## config.mk

```make
export PLATFORM = sky130hd
export DESIGN_NAME = quadrature_encoder_speed_top_flat
export DESIGN_NICKNAME = d
export VERILOG_FILES = /design/src/sv/qes_pkg.sv /design/src/sv/qes_ifs.sv /design/src/sv/qes_cfg_regs.sv /design/src/sv/qes_alu.sv /design/src/sv/qes_speed_unit.sv /design/src/sv/quadrature_encoder_speed_top.sv /design/src/flat_wrapper.sv
export SDC_FILE = /design/constraint.sdc
export NUM_CORES = 1
export LEC_CHECK = 0
export BUFFER_PORTS_ARGS = -buffer_cell sky130_fd_sc_hd__buf_4
export CAP_MARGIN = 20
export CORE_MARGIN = 3
export CORE_UTILIZATION = 49
export DETAILED_ROUTE_END_ITERATION = 16
export PLACE_DENSITY = 0.64
export SYNTH_ARGS = -nofsm -noshare
export SYNTH_HDL_FRONTEND = slang
export SYNTH_HIERARCHICAL = 1
export SYNTH_SLANG_ARGS = --single-unit
```

## constraint.sdc

```tcl
create_clock -name i_clk -period 18.05 [get_ports i_clk]
set_input_delay 2.7075 -clock i_clk [delete_from_list [all_inputs] [get_ports i_clk]]
set_output_delay 2.7075 -clock i_clk [all_outputs]
set_load 0.01 [all_outputs]
```

## src/sv/qes_pkg.sv

```systemverilog
package qes_pkg;

    localparam int OUT_W       = 32;
    localparam int SCALE_W     = 16;
    localparam int SCALE_IDX_W = 4;
    localparam int QUO_BITS    = OUT_W + 1;
    localparam int STEP_W      = 6;
    localparam int ADDR_W      = 4;
    localparam int DATA_W      = 32;

    localparam logic [SCALE_W-1:0] SCALE_RESET   = 16'd14960;
    localparam logic [DATA_W-1:0]  TIMEOUT_RESET = 32'd50000;
    localparam logic [OUT_W-1:0]   SPEED_MAX     = 32'h7FFF_FFFF;
    localparam logic [OUT_W-1:0]   SPEED_MIN     = 32'h8000_0000;

    typedef enum logic [1:0] {
        MODE_SAMPLE = 2'd0,
        MODE_LOAD   = 2'd1,
        MODE_QUERY  = 2'd2
    } t_mode;

    typedef enum logic [1:0] {
        REG_INVERT  = 2'd0,
        REG_CLAMP   = 2'd1,
        REG_SCALE   = 2'd2,
        REG_TIMEOUT = 2'd3
    } t_reg_idx;

    typedef enum logic {
        ALU_ADD,
        ALU_SUB
    } t_alu_op;

    typedef enum logic [2:0] {
        SP_IDLE,
        SP_ABS,
        SP_MUL,
        SP_CHECK,
        SP_DIV,
        SP_SAT
    } t_spd_state;

    typedef enum logic [1:0] {
        ST_IDLE,
        ST_START,
        ST_WAIT,
        ST_OUT
    } t_top_state;

    typedef struct packed {
        logic               invert_direction;
        logic               clamp_nonnegative;
        logic [SCALE_W-1:0] speed_scale;
        logic [DATA_W-1:0]  stale_timeout_us;
    } t_cfg;

    typedef struct packed {
        logic             done;
        logic [OUT_W-1:0] speed;
        logic             sat;
    } t_spd_res;

endpackage

```

## src/sv/qes_ifs.sv

```systemverilog
interface qes_in_if;
    logic               valid;
    logic               ready;
    logic [1:0]         mode;
    logic               a_level;
    logic               b_level;
    logic [31:0]        timestamp_us;
    logic signed [31:0] load_value;

    modport source (
        output valid, mode, a_level, b_level, timestamp_us, load_value,
        input  ready
    );
    modport sink (
        input  valid, mode, a_level, b_level, timestamp_us, load_value,
        output ready
    );
endinterface

interface qes_out_if;
    logic               valid;
    logic               ready;
    logic signed [31:0] position;
    logic signed [31:0] speed;
    logic               speed_saturated;

    modport source (
        output valid, position, speed, speed_saturated,
        input  ready
    );
    modport sink (
        input  valid, position, speed, speed_saturated,
        output ready
    );
endinterface

```

## src/sv/qes_cfg_regs.sv

```systemverilog
module qes_cfg_regs
    import qes_pkg::*;
(
    input  logic              i_clk,
    input  logic              i_rst_n,
    input  logic              psel,
    input  logic              penable,
    input  logic              pwrite,
    input  logic [ADDR_W-1:0] paddr,
    input  logic [DATA_W-1:0] pwdata,
    output logic [DATA_W-1:0] prdata,
    output logic              pready,
    output t_cfg              o_cfg
);

    t_cfg     r_cfg;
    t_reg_idx w_idx;
    logic     w_write;

    assign w_idx   = t_reg_idx'(paddr[ADDR_W-1:2]);
    assign w_write = psel & penable & pwrite;
    assign pready  = 1'b1;
    assign o_cfg   = r_cfg;

    always_ff @(posedge i_clk) begin
        if (!i_rst_n) begin
            r_cfg.invert_direction  <= 1'b0;
            r_cfg.clamp_nonnegative <= 1'b0;
            r_cfg.speed_scale       <= SCALE_RESET;
            r_cfg.stale_timeout_us  <= TIMEOUT_RESET;
        end else if (w_write) begin
            unique case (w_idx)
                REG_INVERT:  r_cfg.invert_direction  <= pwdata[0];
                REG_CLAMP:   r_cfg.clamp_nonnegative <= pwdata[0];
                REG_SCALE:   r_cfg.speed_scale       <= pwdata[SCALE_W-1:0];
                REG_TIMEOUT: r_cfg.stale_timeout_us  <= pwdata;
            endcase
        end
    end

    always_comb begin
        unique case (w_idx)
            REG_INVERT:  prdata = {{(DATA_W-1){1'b0}}, r_cfg.invert_direction};
            REG_CLAMP:   prdata = {{(DATA_W-1){1'b0}}, r_cfg.clamp_nonnegative};
            REG_SCALE:   prdata = {{(DATA_W-SCALE_W){1'b0}}, r_cfg.speed_scale};
            REG_TIMEOUT: prdata = r_cfg.stale_timeout_us;
        endcase
    end

endmodule

```

## src/sv/qes_alu.sv

```systemverilog
module qes_alu
    import qes_pkg::*;
#(
    parameter int W = 64
) (
    input  logic [W-1:0] i_a,
    input  logic [W-1:0] i_b,
    input  t_alu_op      i_op,
    output logic [W-1:0] o_sum,
    output logic         o_carry
);

    logic [W-1:0] w_b;
    logic         w_cin;

    assign w_cin = (i_op == ALU_SUB);
    assign w_b   = w_cin ? ~i_b : i_b;
    assign {o_carry, o_sum} = {1'b0, i_a} + {1'b0, w_b} + {{W{1'b0}}, w_cin};

endmodule

```

## src/sv/qes_speed_unit.sv

```systemverilog
module qes_speed_unit
    import qes_pkg::*;
#(
    parameter int COUNT_WIDTH = 32,
    parameter int TIME_WIDTH  = 32,
    parameter int FRAC_BITS   = 8
) (
    input  logic                   i_clk,
    input  logic                   i_rst_n,
    input  logic                   i_start,
    input  logic [COUNT_WIDTH-1:0] i_count_now,
    input  logic [COUNT_WIDTH-1:0] i_count_before,
    input  logic [TIME_WIDTH-1:0]  i_dt,
    input  logic [SCALE_W-1:0]     i_scale,
    output t_spd_res               o_res
);

    localparam int PW = COUNT_WIDTH + SCALE_W + FRAC_BITS;
    localparam int DW = TIME_WIDTH + QUO_BITS;
    localparam int AW = ((PW > DW) ? PW : DW) + 1;

    t_spd_state r_state, n_state;
    logic                   r_done, n_done;
    logic [OUT_W-1:0]       r_speed, n_speed;
    logic                   r_sat, n_sat;
    logic [AW-1:0]          r_acc, n_acc;
    logic [AW-1:0]          r_div, n_div;
    logic [COUNT_WIDTH-1:0] r_mag, n_mag;
    logic                   r_neg, n_neg;
    logic [TIME_WIDTH-1:0]  r_dt, n_dt;
    logic [SCALE_W-1:0]     r_scale, n_scale;
    logic [STEP_W-1:0]      r_step, n_step;
    logic [QUO_BITS-1:0]    r_quo, n_quo;

    logic [AW-1:0] w_alu_a, w_alu_b, w_sum;
    logic          w_carry;
    t_alu_op       w_op;

    qes_alu #(.W(AW)) u_alu (
        .i_a     (w_alu_a),
        .i_b     (w_alu_b),
        .i_op    (w_op),
        .o_sum   (w_sum),
        .o_carry (w_carry)
    );

    assign o_res.done  = r_done;
    assign o_res.speed = r_speed;
    assign o_res.sat   = r_sat;

    always_comb begin
        n_state = r_state;
        n_done  = 1'b0;
        n_speed = r_speed;
        n_sat   = r_sat;
        n_acc   = r_acc;
        n_div   = r_div;
        n_mag   = r_mag;
        n_neg   = r_neg;
        n_dt    = r_dt;
        n_scale = r_scale;
        n_step  = r_step;
        n_quo   = r_quo;
        w_alu_a = '0;
        w_alu_b = '0;
        w_op    = ALU_ADD;
        unique case (r_state)
            SP_IDLE: begin
                w_alu_a = AW'(signed'(i_count_now));
                w_alu_b = AW'(signed'(i_count_before));
                w_op    = ALU_SUB;
                if (i_start) begin
                    n_acc   = w_sum;
                    n_dt    = i_dt;
                    n_scale = i_scale;
                    n_state = SP_ABS;
                end
            end
            SP_ABS: begin
                w_alu_a = '0;
                w_alu_b = r_acc;
                w_op    = ALU_SUB;
                n_neg   = r_acc[AW-1];
                n_mag   = r_acc[AW-1] ? w_sum[COUNT_WIDTH-1:0] : r_acc[COUNT_WIDTH-1:0];
                n_acc   = '0;
                n_div   = AW'(r_dt) << QUO_BITS;
                n_step  = STEP_W'(SCALE_W - 1);
                n_state = SP_MUL;
            end
            SP_MUL: begin
                w_alu_a = r_acc << 1;
                w_alu_b = r_scale[r_step[SCALE_IDX_W-1:0]] ? AW'(r_mag) : '0;
                w_op    = ALU_ADD;
                if (r_step == '0) begin
                    n_acc   = w_sum << FRAC_BITS;
                    n_state = SP_CHECK;
                end else begin
                    n_acc  = w_sum;
                    n_step = r_step - 1'b1;
                end
            end
            SP_CHECK: begin
                w_alu_a = r_acc;
                w_alu_b = r_div;
                w_op    = ALU_SUB;
                if (r_dt == '0) begin
                    n_sat   = 1'b1;
                    n_speed = (r_acc == '0) ? '0 : (r_neg ? SPEED_MIN : SPEED_MAX);
                    n_done  = 1'b1;
                    n_state = SP_IDLE;
                end else if (w_carry) begin
                    n_sat   = 1'b1;
                    n_speed = r_neg ? SPEED_MIN : SPEED_MAX;
                    n_done  = 1'b1;
                    n_state = SP_IDLE;
                end else begin
                    n_div   = r_div >> 1;
                    n_step  = STEP_W'(QUO_BITS - 1);
                    n_quo   = '0;
                    n_state = SP_DIV;
                end
            end
            SP_DIV: begin
                w_alu_a = r_acc;
                w_alu_b = r_div;
                w_op    = ALU_SUB;
                if (w_carry) begin
                    n_acc = w_sum;
                end
                n_quo = {r_quo[QUO_BITS-2:0], w_carry};
                n_div = r_div >> 1;
                if (r_step == '0) begin
                    n_state = SP_SAT;
                end else begin
                    n_step = r_step - 1'b1;
                end
            end
            SP_SAT: begin
                if (!r_neg) begin
                    if (r_quo[QUO_BITS-1] | r_quo[OUT_W-1]) begin
                        n_speed = SPEED_MAX;
                        n_sat   = 1'b1;
                    end else begin
                        n_speed = r_quo[OUT_W-1:0];
                        n_sat   = 1'b0;
                    end
                end else begin
                    if (r_quo[QUO_BITS-1] | (r_quo[OUT_W-1] & (|r_quo[OUT_W-2:0]))) begin
                        n_speed = SPEED_MIN;
                        n_sat   = 1'b1;
                    end else begin
                        n_speed = {OUT_W{1'b0}} - r_quo[OUT_W-1:0];
                        n_sat   = 1'b0;
                    end
                end
                n_done  = 1'b1;
                n_state = SP_IDLE;
            end
            default: begin
                n_state = SP_IDLE;
            end
        endcase
    end

    always_ff @(posedge i_clk) begin
        if (!i_rst_n) begin
            r_state <= SP_IDLE;
            r_done  <= 1'b0;
            r_speed <= '0;
            r_sat   <= 1'b0;
        end else begin
            r_state <= n_state;
            r_done  <= n_done;
            r_speed <= n_speed;
            r_sat   <= n_sat;
        end
    end

    always_ff @(posedge i_clk) begin
        r_acc   <= n_acc;
        r_div   <= n_div;
        r_mag   <= n_mag;
        r_neg   <= n_neg;
        r_dt    <= n_dt;
        r_scale <= n_scale;
        r_step  <= n_step;
        r_quo   <= n_quo;
    end

    a_done_in_idle: assert property (@(posedge i_clk) disable iff (!i_rst_n)
        r_done |-> r_state == SP_IDLE)
        else $error("speed done raised outside idle");

    a_div_nonzero: assert property (@(posedge i_clk) disable iff (!i_rst_n)
        r_state == SP_DIV |-> r_div != '0)
        else $error("divide step with zero divisor");

    a_sign_match: assert property (@(posedge i_clk) disable iff (!i_rst_n)
        (r_done && !r_sat && r_speed != '0) |-> r_speed[OUT_W-1] == r_neg)
        else $error("unsaturated speed sign differs from count change");

endmodule

```

## src/sv/quadrature_encoder_speed_top.sv

```systemverilog
// Channel   Dir  Handshake       Payload
// i_item    in   valid/ready     mode, a_level, b_level, timestamp_us, load_value
// o_result  out  valid/ready     position, speed, speed_saturated
// apb       in   psel/penable    paddr, pwdata, prdata (4 registers at 4*i)
//
// A rising A edge runs the speed unit from acceptance to result: 16 shift-add
// multiply steps and up to 33 restoring divide steps run on one shared adder.
// Any other request skips the speed unit. One request is in flight at a time.
// A finished result waits in the output register while the next request enters.
// Reset is synchronous, active low, and needs no clearing pass.
module quadrature_encoder_speed_top
    import qes_pkg::*;
#(
    parameter int COUNT_WIDTH = 32,
    parameter int TIME_WIDTH  = 32,
    parameter int FRAC_BITS   = 8
) (
    input  logic              i_clk,
    input  logic              i_rst_n,
    qes_in_if.sink            i_item,
    qes_out_if.source         o_result,
    input  logic              psel,
    input  logic              penable,
    input  logic              pwrite,
    input  logic [ADDR_W-1:0] paddr,
    input  logic [DATA_W-1:0] pwdata,
    output logic [DATA_W-1:0] prdata,
    output logic              pready
);

    localparam int CMPW = (TIME_WIDTH > DATA_W) ? TIME_WIDTH : DATA_W;

    t_cfg       w_cfg;
    t_spd_res   w_spd;
    t_top_state r_state, n_state;

    logic [COUNT_WIDTH-1:0] r_count, n_count;
    logic [COUNT_WIDTH-1:0] r_count_last, n_count_last;
    logic [TIME_WIDTH-1:0]  r_time_last, n_time_last;
    logic                   r_prev_a, n_prev_a;
    logic [TIME_WIDTH-1:0]  r_dt, n_dt;
    logic                   r_stale, n_stale;
    logic                   r_out_valid, n_out_valid;
    logic [OUT_W-1:0]       r_out_pos, n_out_pos;
    logic [OUT_W-1:0]       r_out_speed, n_out_speed;
    logic                   r_out_sat, n_out_sat;

    logic                   w_accept;
    logic                   w_edge;
    logic                   w_up;
    logic                   w_start;
    logic                   w_stale;
    logic                   w_slot_free;
    logic [TIME_WIDTH-1:0]  w_ts;
    logic [TIME_WIDTH-1:0]  w_age;
    logic [COUNT_WIDTH-1:0] w_step;

    qes_cfg_regs u_cfg (
        .i_clk   (i_clk),
        .i_rst_n (i_rst_n),
        .psel    (psel),
        .penable (penable),
        .pwrite  (pwrite),
        .paddr   (paddr),
        .pwdata  (pwdata),
        .prdata  (prdata),
        .pready  (pready),
        .o_cfg   (w_cfg)
    );

    qes_speed_unit #(
        .COUNT_WIDTH (COUNT_WIDTH),
        .TIME_WIDTH  (TIME_WIDTH),
        .FRAC_BITS   (FRAC_BITS)
    ) u_speed (
        .i_clk          (i_clk),
        .i_rst_n        (i_rst_n),
        .i_start        (w_start),
        .i_count_now    (r_count),
        .i_count_before (r_count_last),
        .i_dt           (r_dt),
        .i_scale        (w_cfg.speed_scale),
        .o_res          (w_spd)
    );

    assign i_item.ready             = (r_state == ST_IDLE);
    assign o_result.valid           = r_out_valid;
    assign o_result.position        = r_out_pos;
    assign o_result.speed           = r_out_speed;
    assign o_result.speed_saturated = r_out_sat;

    assign w_accept    = i_item.valid & i_item.ready;
    assign w_ts        = TIME_WIDTH'(i_item.timestamp_us);
    assign w_age       = w_ts - r_time_last;
    assign w_stale     = CMPW'(w_age) > CMPW'(w_cfg.stale_timeout_us);
    assign w_edge      = (i_item.mode == MODE_SAMPLE) && (i_item.a_level != r_prev_a)
                         && i_item.a_level;
    assign w_up        = (i_item.a_level == i_item.b_level) ? w_cfg.invert_direction
                                                            : !w_cfg.invert_direction;
    assign w_step      = w_up ? (r_count + 1'b1) : (r_count - 1'b1);
    assign w_slot_free = !r_out_valid || o_result.ready;

    always_comb begin
        n_state      = r_state;
        n_count      = r_count;
        n_count_last = r_count_last;
        n_time_last  = r_time_last;
        n_prev_a     = r_prev_a;
        n_dt         = r_dt;
        n_stale      = r_stale;
        n_out_valid  = r_out_valid;
        n_out_pos    = r_out_pos;
        n_out_speed  = r_out_speed;
        n_out_sat    = r_out_sat;
        w_start      = 1'b0;
        if (r_out_valid && o_result.ready) begin
            n_out_valid = 1'b0;
        end
        unique case (r_state)
            ST_IDLE: begin
                if (w_accept) begin
                    n_stale = w_stale;
                    n_state = ST_OUT;
                    unique case (i_item.mode)
                        MODE_SAMPLE: begin
                            if (i_item.a_level != r_prev_a) begin
                                n_prev_a = i_item.a_level;
                                if (i_item.a_level) begin
                                    n_count = (w_cfg.clamp_nonnegative && w_step[COUNT_WIDTH-1])
                                              ? '0 : w_step;
                                    n_time_last = w_ts;
                                    n_dt        = w_age;
                                    n_stale     = 1'b0;
                                    n_state     = ST_START;
                                end
                            end
                        end
                        MODE_LOAD: begin
                            n_count = COUNT_WIDTH'(i_item.load_value);
                        end
                        MODE_QUERY: begin
                        end
                        default: begin
                        end
                    endcase
                end
            end
            ST_START: begin
                w_start      = 1'b1;
                n_count_last = r_count;
                n_state      = ST_WAIT;
            end
            ST_WAIT: begin
                if (w_spd.done) begin
                    n_state = ST_OUT;
                end
            end
            ST_OUT: begin
                if (w_slot_free) begin
                    n_out_valid = 1'b1;
                    n_out_pos   = OUT_W'(r_count);
                    n_out_speed = r_stale ? '0 : w_spd.speed;
                    n_out_sat   = r_stale ? 1'b0 : w_spd.sat;
                    n_state     = ST_IDLE;
                end
            end
        endcase
    end

    always_ff @(posedge i_clk) begin
        if (!i_rst_n) begin
            r_state      <= ST_IDLE;
            r_count      <= '0;
            r_count_last <= '0;
            r_time_last  <= '0;
            r_prev_a     <= 1'b0;
            r_out_valid  <= 1'b0;
        end else begin
            r_state      <= n_state;
            r_count      <= n_count;
            r_count_last <= n_count_last;
            r_time_last  <= n_time_last;
            r_prev_a     <= n_prev_a;
            r_out_valid  <= n_out_valid;
        end
    end

    always_ff @(posedge i_clk) begin
        r_dt        <= n_dt;
        r_stale     <= n_stale;
        r_out_pos   <= n_out_pos;
        r_out_speed <= n_out_speed;
        r_out_sat   <= n_out_sat;
    end

    a_edge_starts: assert property (@(posedge i_clk) disable iff (!i_rst_n)
        (w_accept && w_edge) |=> r_state == ST_START)
        else $error("rising A edge did not start speed update");

    a_clamp_holds: assert property (@(posedge i_clk) disable iff (!i_rst_n)
        (w_accept && w_edge && w_cfg.clamp_nonnegative) |=> !r_count[COUNT_WIDTH-1])
        else $error("clamped count went negative");

    a_done_waited: assert property (@(posedge i_clk) disable iff (!i_rst_n)
        w_spd.done |-> r_state == ST_WAIT)
        else $error("speed result arrived while not waiting");

endmodule

```

## src/flat_wrapper.sv

```systemverilog
// flat-port wrapper written by rule: the top's interface ports become plain ports
module quadrature_encoder_speed_top_flat import qes_pkg::*;
#(
    parameter int COUNT_WIDTH = 32,
    parameter int TIME_WIDTH  = 32,
    parameter int FRAC_BITS   = 8
)
  (i_clk, i_rst_n, psel, penable, pwrite, paddr, pwdata, prdata, pready, i_item_valid, i_item_mode, i_item_a_level, i_item_b_level, i_item_timestamp_us, i_item_load_value, i_item_ready, o_result_valid, o_result_position, o_result_speed, o_result_speed_saturated, o_result_ready);
  qes_in_if i_item_i ();
  qes_out_if o_result_i ();
  input  logic i_clk;
  input  logic i_rst_n;
  input  logic psel;
  input  logic penable;
  input  logic pwrite;
  input  logic [ADDR_W-1:0] paddr;
  input  logic [DATA_W-1:0] pwdata;
  output logic [DATA_W-1:0] prdata;
  output logic pready;
  input wire logic [$bits(i_item_i.valid)-1:0] i_item_valid;
  input wire logic [$bits(i_item_i.mode)-1:0] i_item_mode;
  input wire logic [$bits(i_item_i.a_level)-1:0] i_item_a_level;
  input wire logic [$bits(i_item_i.b_level)-1:0] i_item_b_level;
  input wire logic [$bits(i_item_i.timestamp_us)-1:0] i_item_timestamp_us;
  input wire logic [$bits(i_item_i.load_value)-1:0] i_item_load_value;
  output wire logic [$bits(i_item_i.ready)-1:0] i_item_ready;
  output wire logic [$bits(o_result_i.valid)-1:0] o_result_valid;
  output wire logic [$bits(o_result_i.position)-1:0] o_result_position;
  output wire logic [$bits(o_result_i.speed)-1:0] o_result_speed;
  output wire logic [$bits(o_result_i.speed_saturated)-1:0] o_result_speed_saturated;
  input wire logic [$bits(o_result_i.ready)-1:0] o_result_ready;
  assign i_item_i.valid = i_item_valid;
  assign i_item_i.mode = i_item_mode;
  assign i_item_i.a_level = i_item_a_level;
  assign i_item_i.b_level = i_item_b_level;
  assign i_item_i.timestamp_us = i_item_timestamp_us;
  assign i_item_i.load_value = i_item_load_value;
  assign i_item_ready = i_item_i.ready;
  assign o_result_valid = o_result_i.valid;
  assign o_result_position = o_result_i.position;
  assign o_result_speed = o_result_i.speed;
  assign o_result_speed_saturated = o_result_i.speed_saturated;
  assign o_result_i.ready = o_result_ready;
  quadrature_encoder_speed_top #(.COUNT_WIDTH(COUNT_WIDTH), .TIME_WIDTH(TIME_WIDTH), .FRAC_BITS(FRAC_BITS)) u_core (.i_clk(i_clk), .i_rst_n(i_rst_n), .i_item(i_item_i), .o_result(o_result_i), .psel(psel), .penable(penable), .pwrite(pwrite), .paddr(paddr), .pwdata(pwdata), .prdata(prdata), .pready(pready));
endmodule
```

# Word-level counts from Yosys, hierarchy flattened

Index checks and enable logic that the tools add are counted.

Output and inout port bits: 100
Memory bits (writable): 0
Latch bits: 0
Bits of input ports: 111
Memories kept: 0
Word-level logic and storage cells: 175
Bits in read-only memories: 0
Flip-flop bits (word level): 537

$lt $le $gt $ge: 2
Multiplexer cells: 66
Bitwise logic cells: 7
Add/sub/neg operators: 7
Divide/modulo/power cells: 0
Multiply operators: 0
Equality and inequality tests: 27
Reduce and logical (&&, ||, !) cells: 39
Shift operators: 0

Operators by type and width:

| kind                    | count |
|---|---|
| $pmux W66 S4            | 2 |
| $mux W32                | 13 |
| $mux W66                | 6 |
| $pmux W66 S3            | 2 |
| $pmux W32 S2            | 2 |
| $pmux W32 S4            | 1 |
| $add A66 B66 Y67        | 1 |
| $add A67 B1 Y67         | 1 |
| $logic_not A66 Y1       | 1 |
| $mux W33                | 2 |
| $not A66 Y66            | 1 |
| $pmux W33 S2            | 1 |
| $add A32 B1 Y32 const B | 1 |
| $gt A32 B32 Y1          | 1 |
| $logic_not A32 Y1       | 1 |
| $sub A1 B32 Y32 const A | 1 |
| $sub A32 B1 Y32 const B | 1 |
| $sub A32 B32 Y32        | 1 |
| $reduce_or A31 Y1       | 1 |
| $ne A2 B2 Y1 const B    | 11 |
| $mux W6                 | 3 |
| $pmux W6 S3             | 1 |
| $mux W1                 | 17 |
| $reduce_and A2 Y1       | 8 |
| other kinds (33)        | 68 |

# Depth between registers and ports, before layout

Depth in word-level cells: 11
Depth in mapped cells: 26

# Hierarchy

Netlist, hierarchy kept.

Modules (own cells, without submodules):

| module                       | area an instance (µm²) | times used | sequential area each (µm²) | cells an instance |
|---|---|---|---|---|
| qes_speed_unit               | 15309.7                | 1          | 8277.9                     | 1523 |
| quadrature_encoder_speed_top | 11153.2                | 1          | 4944.7                     | 1139 |
| qes_alu                      | 4600.7                 | 1          | 0.0                        | 671 |
| qes_cfg_regs                 | 2386.0                 | 1          | 1001.0                     | 265 |

# Least setup slack after synthesis

OpenSTA, ideal clock, no wires.

Path type: reg2reg
Start: reg u_core.u_speed.r_state[0]
End: reg u_core.u_speed.r_acc[0] (enable)
Arrival time: 9216 ps
Cell stages (with the launch flop): 24
Data required time: 17469 ps
Library setup time: 581 ps
Clock period less this slack: 9797 ps
Slack: 8253 ps
Cells stage by stage: dfxtp_1 > clkbuf_1 > clkbuf_1 > clkinv_1 > clkbuf_1 > nand2_1 > and2_1 > clkbuf_1 > clkbuf_1 > xor2_1 > ha_1 > clkbuf_1 > nand4_1 > nor3_1 > nand3_1 > o21ai_0 > a221oi_2 > nor2_1 > a221o_1 > a21o_1 > nand2_1 > nor2_1 > nor2_1 > o21ai_0

RTL lines:

| item                                   | RTL line              | RTL |
|---|---|---|
| start, declared                        | qes_speed_unit.sv:22  | `t_spd_state r_state, n_state;` |
| start signal, assigned                 | qes_speed_unit.sv:172 | `r_state <= n_state;` |
| $eq A3 B3 Y1 (tied with other cells)   | qes_speed_unit.sv:67  | `unique case (r_state)` |
| $reduce_or A4 Y1 (no source line) (*)  | --                    |  |
| $mux W1 (*)                            | qes_speed_unit.sv:67  |  |
| named net u_core.u_speed.w_op          | qes_speed_unit.sv:37  | `t_alu_op w_op;` |
| $mux W66                               | qes_alu.sv:17         | `assign w_b = w_cin ? ~i_b : i_b;` |
| $add A66 B66 Y67                       | qes_alu.sv:18         | `assign {o_carry, o_sum} = {1'b0, i_a} + {1'b0, w_b} + {{W{1'b0}}, w_cin};` |
| $add A67 B1 Y67 (*)                    | qes_alu.sv:18         |  |
| named net u_core.u_speed.w_carry       | qes_speed_unit.sv:36  | `logic w_carry;` |
| $ne A2 B2 Y1 (no source line) (*)      | --                    |  |
| $reduce_and A3 Y1 (no source line) (*) | --                    |  |
| end signal, assigned                   | qes_speed_unit.sv:180 | `r_acc <= n_acc;` |
| end, declared                          | qes_speed_unit.sv:26  | `logic [AW-1:0] r_acc, n_acc;` |

Mark *: on every way through the listed nets, which the timed path passes. The rest lies on a longest branch.
A chain may end at the register's enable or synchronous reset.

# Worst setup path in the final report

Start: reg u_core.u_speed.r_state[1]
End: reg u_core.u_speed.r_div[56] (enable)

Cells in the longest elaborated chain, start to end: 9

Ends and longest elaborated chain:

| item                                                | RTL line              | RTL |
|---|---|---|
| $eq A3 B3 Y1 / $eq A3 B2 Y1 (equally long branches) | qes_speed_unit.sv:67  |  |
| $reduce_or A2 Y1 (no source line)                   | --                    |  |
| $pmux W66 S4 (*)                                    | qes_speed_unit.sv:67  |  |
| named net u_core.u_speed.w_alu_b[4]                 | qes_speed_unit.sv:35  | `logic [AW-1:0] w_alu_a, w_alu_b, w_sum;` |
| $not A66 Y66                                        | qes_alu.sv:17         |  |
| $mux W66 (*)                                        | qes_alu.sv:17         |  |
| $add A66 B66 Y67 (*)                                | qes_alu.sv:18         |  |
| $add A67 B1 Y67 (*)                                 | qes_alu.sv:18         |  |
| named net u_core.u_speed.w_carry                    | qes_speed_unit.sv:36  |  |
| $ne A2 B2 Y1 (no source line) (*)                   | --                    |  |
| $reduce_and A3 Y1 (no source line) (*)              | --                    |  |
| end signal, assigned                                | qes_speed_unit.sv:181 | `r_div <= n_div;` |
| end, declared                                       | qes_speed_unit.sv:27  | `logic [AW-1:0] r_div, n_div;` |

Marks and branches as above.

==> summary.md <==
| Metric | Value |
|---|---|
| Die height | `267.3 um` |
| Port bufs | `207` |
| Max-slew headroom | `33.22%` |
| Gate power share | `54.3%` |
| Pre-antenna DRT Iters | `6` |
| Fill count | `6086` |
| Clock Power Share | `18.0%` |
| Postcts setup bufs | `0` |
| Most used DFF post-synth | `edfxtp_1` |
| Startpoint types | `flip-flop` |
| P_int | `3.925 mW` |
| Diodes inserted | `0` |
| Post-CTS Hold Buffers | `0` |
| Num rows | `95` |
| Yosys cell types | `96` |
| Nets | `3966` |
| DRC | `0` |
| Hold Path End | `u_core/u_speed/r_dt[6]` |
| Inserted Clock Buffers | `57` |
| Root buf cell | `clkbuf_16` |
| Least-Margin Pin Slew | `1.002 ns` |
| Max Cap Violations | `0` |
| Grt total ovfl | `0` |
| Flop pwr share | `27.8%` |
| Top-area cell type share of the netlist area | `31.33%` |
| Core Region | `67400 sq um` |
| TritonCTS Sinks | `536` |
| Htree depth | `2` |
| GRT Resource Usage Total | `27.47%` |
| Clock-pin slew on the worst setup and hold paths | `0.06 ns` |
| Routed Antenna Nets | `0` |
| Final max-slew violation count | `0` |
| Flops & latches, synth | `536` |
| Syn Area/Cell | `9.297 sq um` |
| Post-synth top area cell | `edfxtp_1` |
| Initial antenna violation count | `2` |
| Setup TNS | `0 ns` |
| CTS resizes | `0` |
| Number of global-route vias before repair | `26252` |
| CP arrival | `8.32 ns` |
| Path depth of the worst reg2reg path | `22` |
| Maximum clock insertion buffer count | `3` |
| Post-synth ARST share | `0%` |
| Final HPWL DP | `71.07 mm` |
| Hold_sp | `u_core/r_dt[6]` |
| Net Sw Frac | `44.72%` |
| 1st-iter DRT viols | `2984` |
| # IOs | `211` |
| Synth Net Count | `3877` |
| Unrepaired setup endpoints after global routing | `no` |
| Worst hold path class | `reg2reg` |
| Crit path kind | `reg2reg` |
| Leakage | `14.68 nW` |
| Worst EP required | `18.28 ns` |
| Largest net degree at the start of global routing | `91` |
| Syn-to-layout area delta | `12.87%` |
| First-pass GRT wire length | `154.6 mm` |
| CTS tree | `built` |
| Sequential fraction of the synthesis area | `42.52%` |
| Die Area | `71440 sq um` |
| FF-to-FF Start | `u_core/u_speed/r_state[1]` |
| Placer congestion estimate | `0.9370` |
| Worst Hold Depth | `0` |
| Post-Syn Instances | `3598` |
| Fmax | `123.6 MHz` |
| Peak fanout along the critical path | `65` |
| Sequential Area | `14230 sq um` |
| Cell Area, Synth | `33450 sq um` |
| Multi-input logic area | `17840 sq um` |
| Final critical-path share of the clock period | `44.82%` |
| Final setup vio count | `0` |
| Via density | `6.082` |
| Synth area leaders | `edfxtp_1 (31%), dfxtp_1 (11%), ha_1 (6.2%)` |
| Share of cells above drive strength 1 | `12.05%` |
| Clk_skew | `0.01701 ns` |
| Die W | `267.3 um` |
| Total Routed Length | `99.94 mm` |
| Yosys warns | `6` |
| Initial core utilization | `49.63%` |
| Clk_lat worst skew | `0.62 ns` |
| Crit path time final | `8.090 ns` |
| Switch Pwr | `3.176 mW` |
| Peak supply drop | `115.6 uV` |
| Placed cell areas | `35650 sq um` |
| Worst R2R End | `u_core/u_speed/r_div[56]` |
| Hold Violations, Final | `0` |
| Status | `finished clean` |
| Post-route cell area | `37760 sq um` |
| Crit. End Element | `flip-flop` |
| Routed WL per cell | `21.69 um` |
| Worst R2R Setup Slack | `9.96 ns` |
| Pwr per Cell Area | `188.1 nW/um^2` |
| Vias post-DR | `28027` |
| EDFF count, synth | `349` |
-- cell families after synthesis --
group / share of synthesized area [%]
XOR/XNOR: 5.237
other: 0.01121
AO/OA/AOI/OAI: 19.45
adder cells (fa/ha/maj): 6.351
AND/OR/NAND/NOR: 17.34
flip-flops: 42.52
multiplexers: 4.653
buffers and inverters: 4.433
-- area by class of cell --
type	instances	area share [%]
multi-input cells	2683	47.25
clock buffers	75	4.232
clock inverters	32	1.193
inverters	151	1.501
well taps	873	2.893
repair buffers	258	5.239
flip-flops and latches	536	37.69
-- flip-flops by register name, indices dropped and copies added, names as in the netlist, 2 cells and up --
name	cells
u_core/u_speed/r_speed	32
u_core/u_speed/r_div	65
u_core/u_speed/r_step	6
u_core/u_speed/r_acc	66
u_core/u_cfg/o_cfg	50
u_core/r_count_last	32
u_core/r_state	2
u_core/u_speed/r_dt	32
u_core/o_result.speed	32
u_core/r_dt	32
u_core/u_speed/r_quo	33
u_core/r_count	32
u_core/r_time_last	32
u_core/u_speed/r_mag	32
u_core/o_result.position	32
u_core/u_speed/r_scale	16
u_core/u_speed/r_state	3
-- worst max-delay path, cell delays in order, from the launching register on --
cell and delay, ns:
dfxtp_2 0.74, buf_4 0.59, nor2_4 0.12, buf_4 0.35
and2_1 0.26, buf_4 0.28, a221o_1 0.43, xor2_1 0.15
ha_1 0.33, and2_1 0.20, a221oi_1 0.45, a211oi_1 0.22
nor2_1 0.28, o21ai_0 0.33, a221oi_2 0.47, nor2_1 0.14
a221o_1 0.35, a21o_1 0.35, o21bai_1 0.21, buf_4 0.23
nand2_1 0.13, nand2_2 0.12, buf_4 0.76
-- worst max-delay path by stage --
stage / slack [ns] / endpoint / startpoint / cells after the start
6_report: 9.96 / u_core/u_speed/r_div[56] / u_core/u_speed/r_state[1] / 22
5_1_grt: 9.56 / u_core/u_speed/r_div[56] / u_core/u_speed/r_state[1] / 22
4_1_cts: 10.06 / u_core/u_speed/r_div[56] / u_core/u_speed/r_state[1] / 22
3_5_place_dp: 10.13 / u_core/u_speed/r_div[57] / u_core/u_speed/r_state[1] / 22
3_3_place_gp: 10.18 / u_core/u_speed/r_div[57] / u_core/u_speed/r_state[1] / 22
2_1_floorplan: 8.25 / u_core/u_speed/r_acc[0] / u_core/u_speed/r_state[0] / 23
-- cell usage after synthesis, types with 43 or more instances --
cell type	n
a21o_1	66
a21oi_1	230
a221o_1	103
and2_1	45
and3_1	69
clkbuf_1	176
dfxtp_1	187
edfxtp_1	349
ha_1	165
inv_1	148
mux2i_1	100
nand2_1	481
nand3_1	102
nor2_1	216
nor2b_1	103
nor3_1	43
o21ai_0	186
xnor2_1	90
xor2_1	110
-- stage by stage --
step / setup slack, ns / hold WS, ns / cells / total power [mW] / util, %
final: 9.960 / 0.4164 / 4608 / 7.101 / 56.02
after global routing: 9.562 / 0.4209 / 4608 / 7.575 / 56.02
after CTS: 10.06 / 0.4179 / 4606 / 7.033 / 55.94
after detailed placement: 10.13 / 0.4045 / 4499 / 5.728 / 52.90
after global placement: 10.18 / 0.4026 / 4498 / 5.714 / 52.89
after floorplan: 8.253 / 0.4003 / 3598 / 4.689 / -
-- metal layers --
metal / vias up / wire, um / track usage [%]
met3: 159 / 8365 / 6.238
li1: 13398 / - / -
met2: 1044 / 42700 / 40.68
met1: 13424 / 45480 / 39.71
met4: 2 / 3303 / 8.892
met5: - / 94 / 0.9459
-- power by group through the flow --
stage | Clock (mW) | Combinational [mW] | Sequential (mW)
after global routing | 1.35 | 4.24 | 1.99
after detailed placement | 0 | 3.74 | 1.99
after global placement | 0 | 3.73 | 1.98
after floorplan | 0 | 2.77 | 1.92
final | 1.27 | 3.85 | 1.97
after CTS | 1.30 | 3.77 | 1.96
-- layout by cell type, fill, tap and decap left out, drive strengths merged, types with 12 or more instances in the layout --
cell type and n:
a211o 19, a211oi 16, a21boi 36, a21o 66
a21oi 234, a221o 103, a221oi 36, a22oi 32
a31oi 29, and2 45, and3 69, buf 258
clkbuf 75, clkinv 19, dfxtp 187, edfxtp 349
ha 165, inv 151, mux2 37, mux2i 100
nand2 481, nand2b 20, nand3 103, nand4 40
nor2 219, nor2b 103, nor3 43, nor4 36
o211ai 12, o21a 28, o21ai 199, o21bai 30
o22ai 39, o31ai 12, or3 14, xnor2 90
xor2 110
No activity file was read; power rests on OpenSTA's default activity.
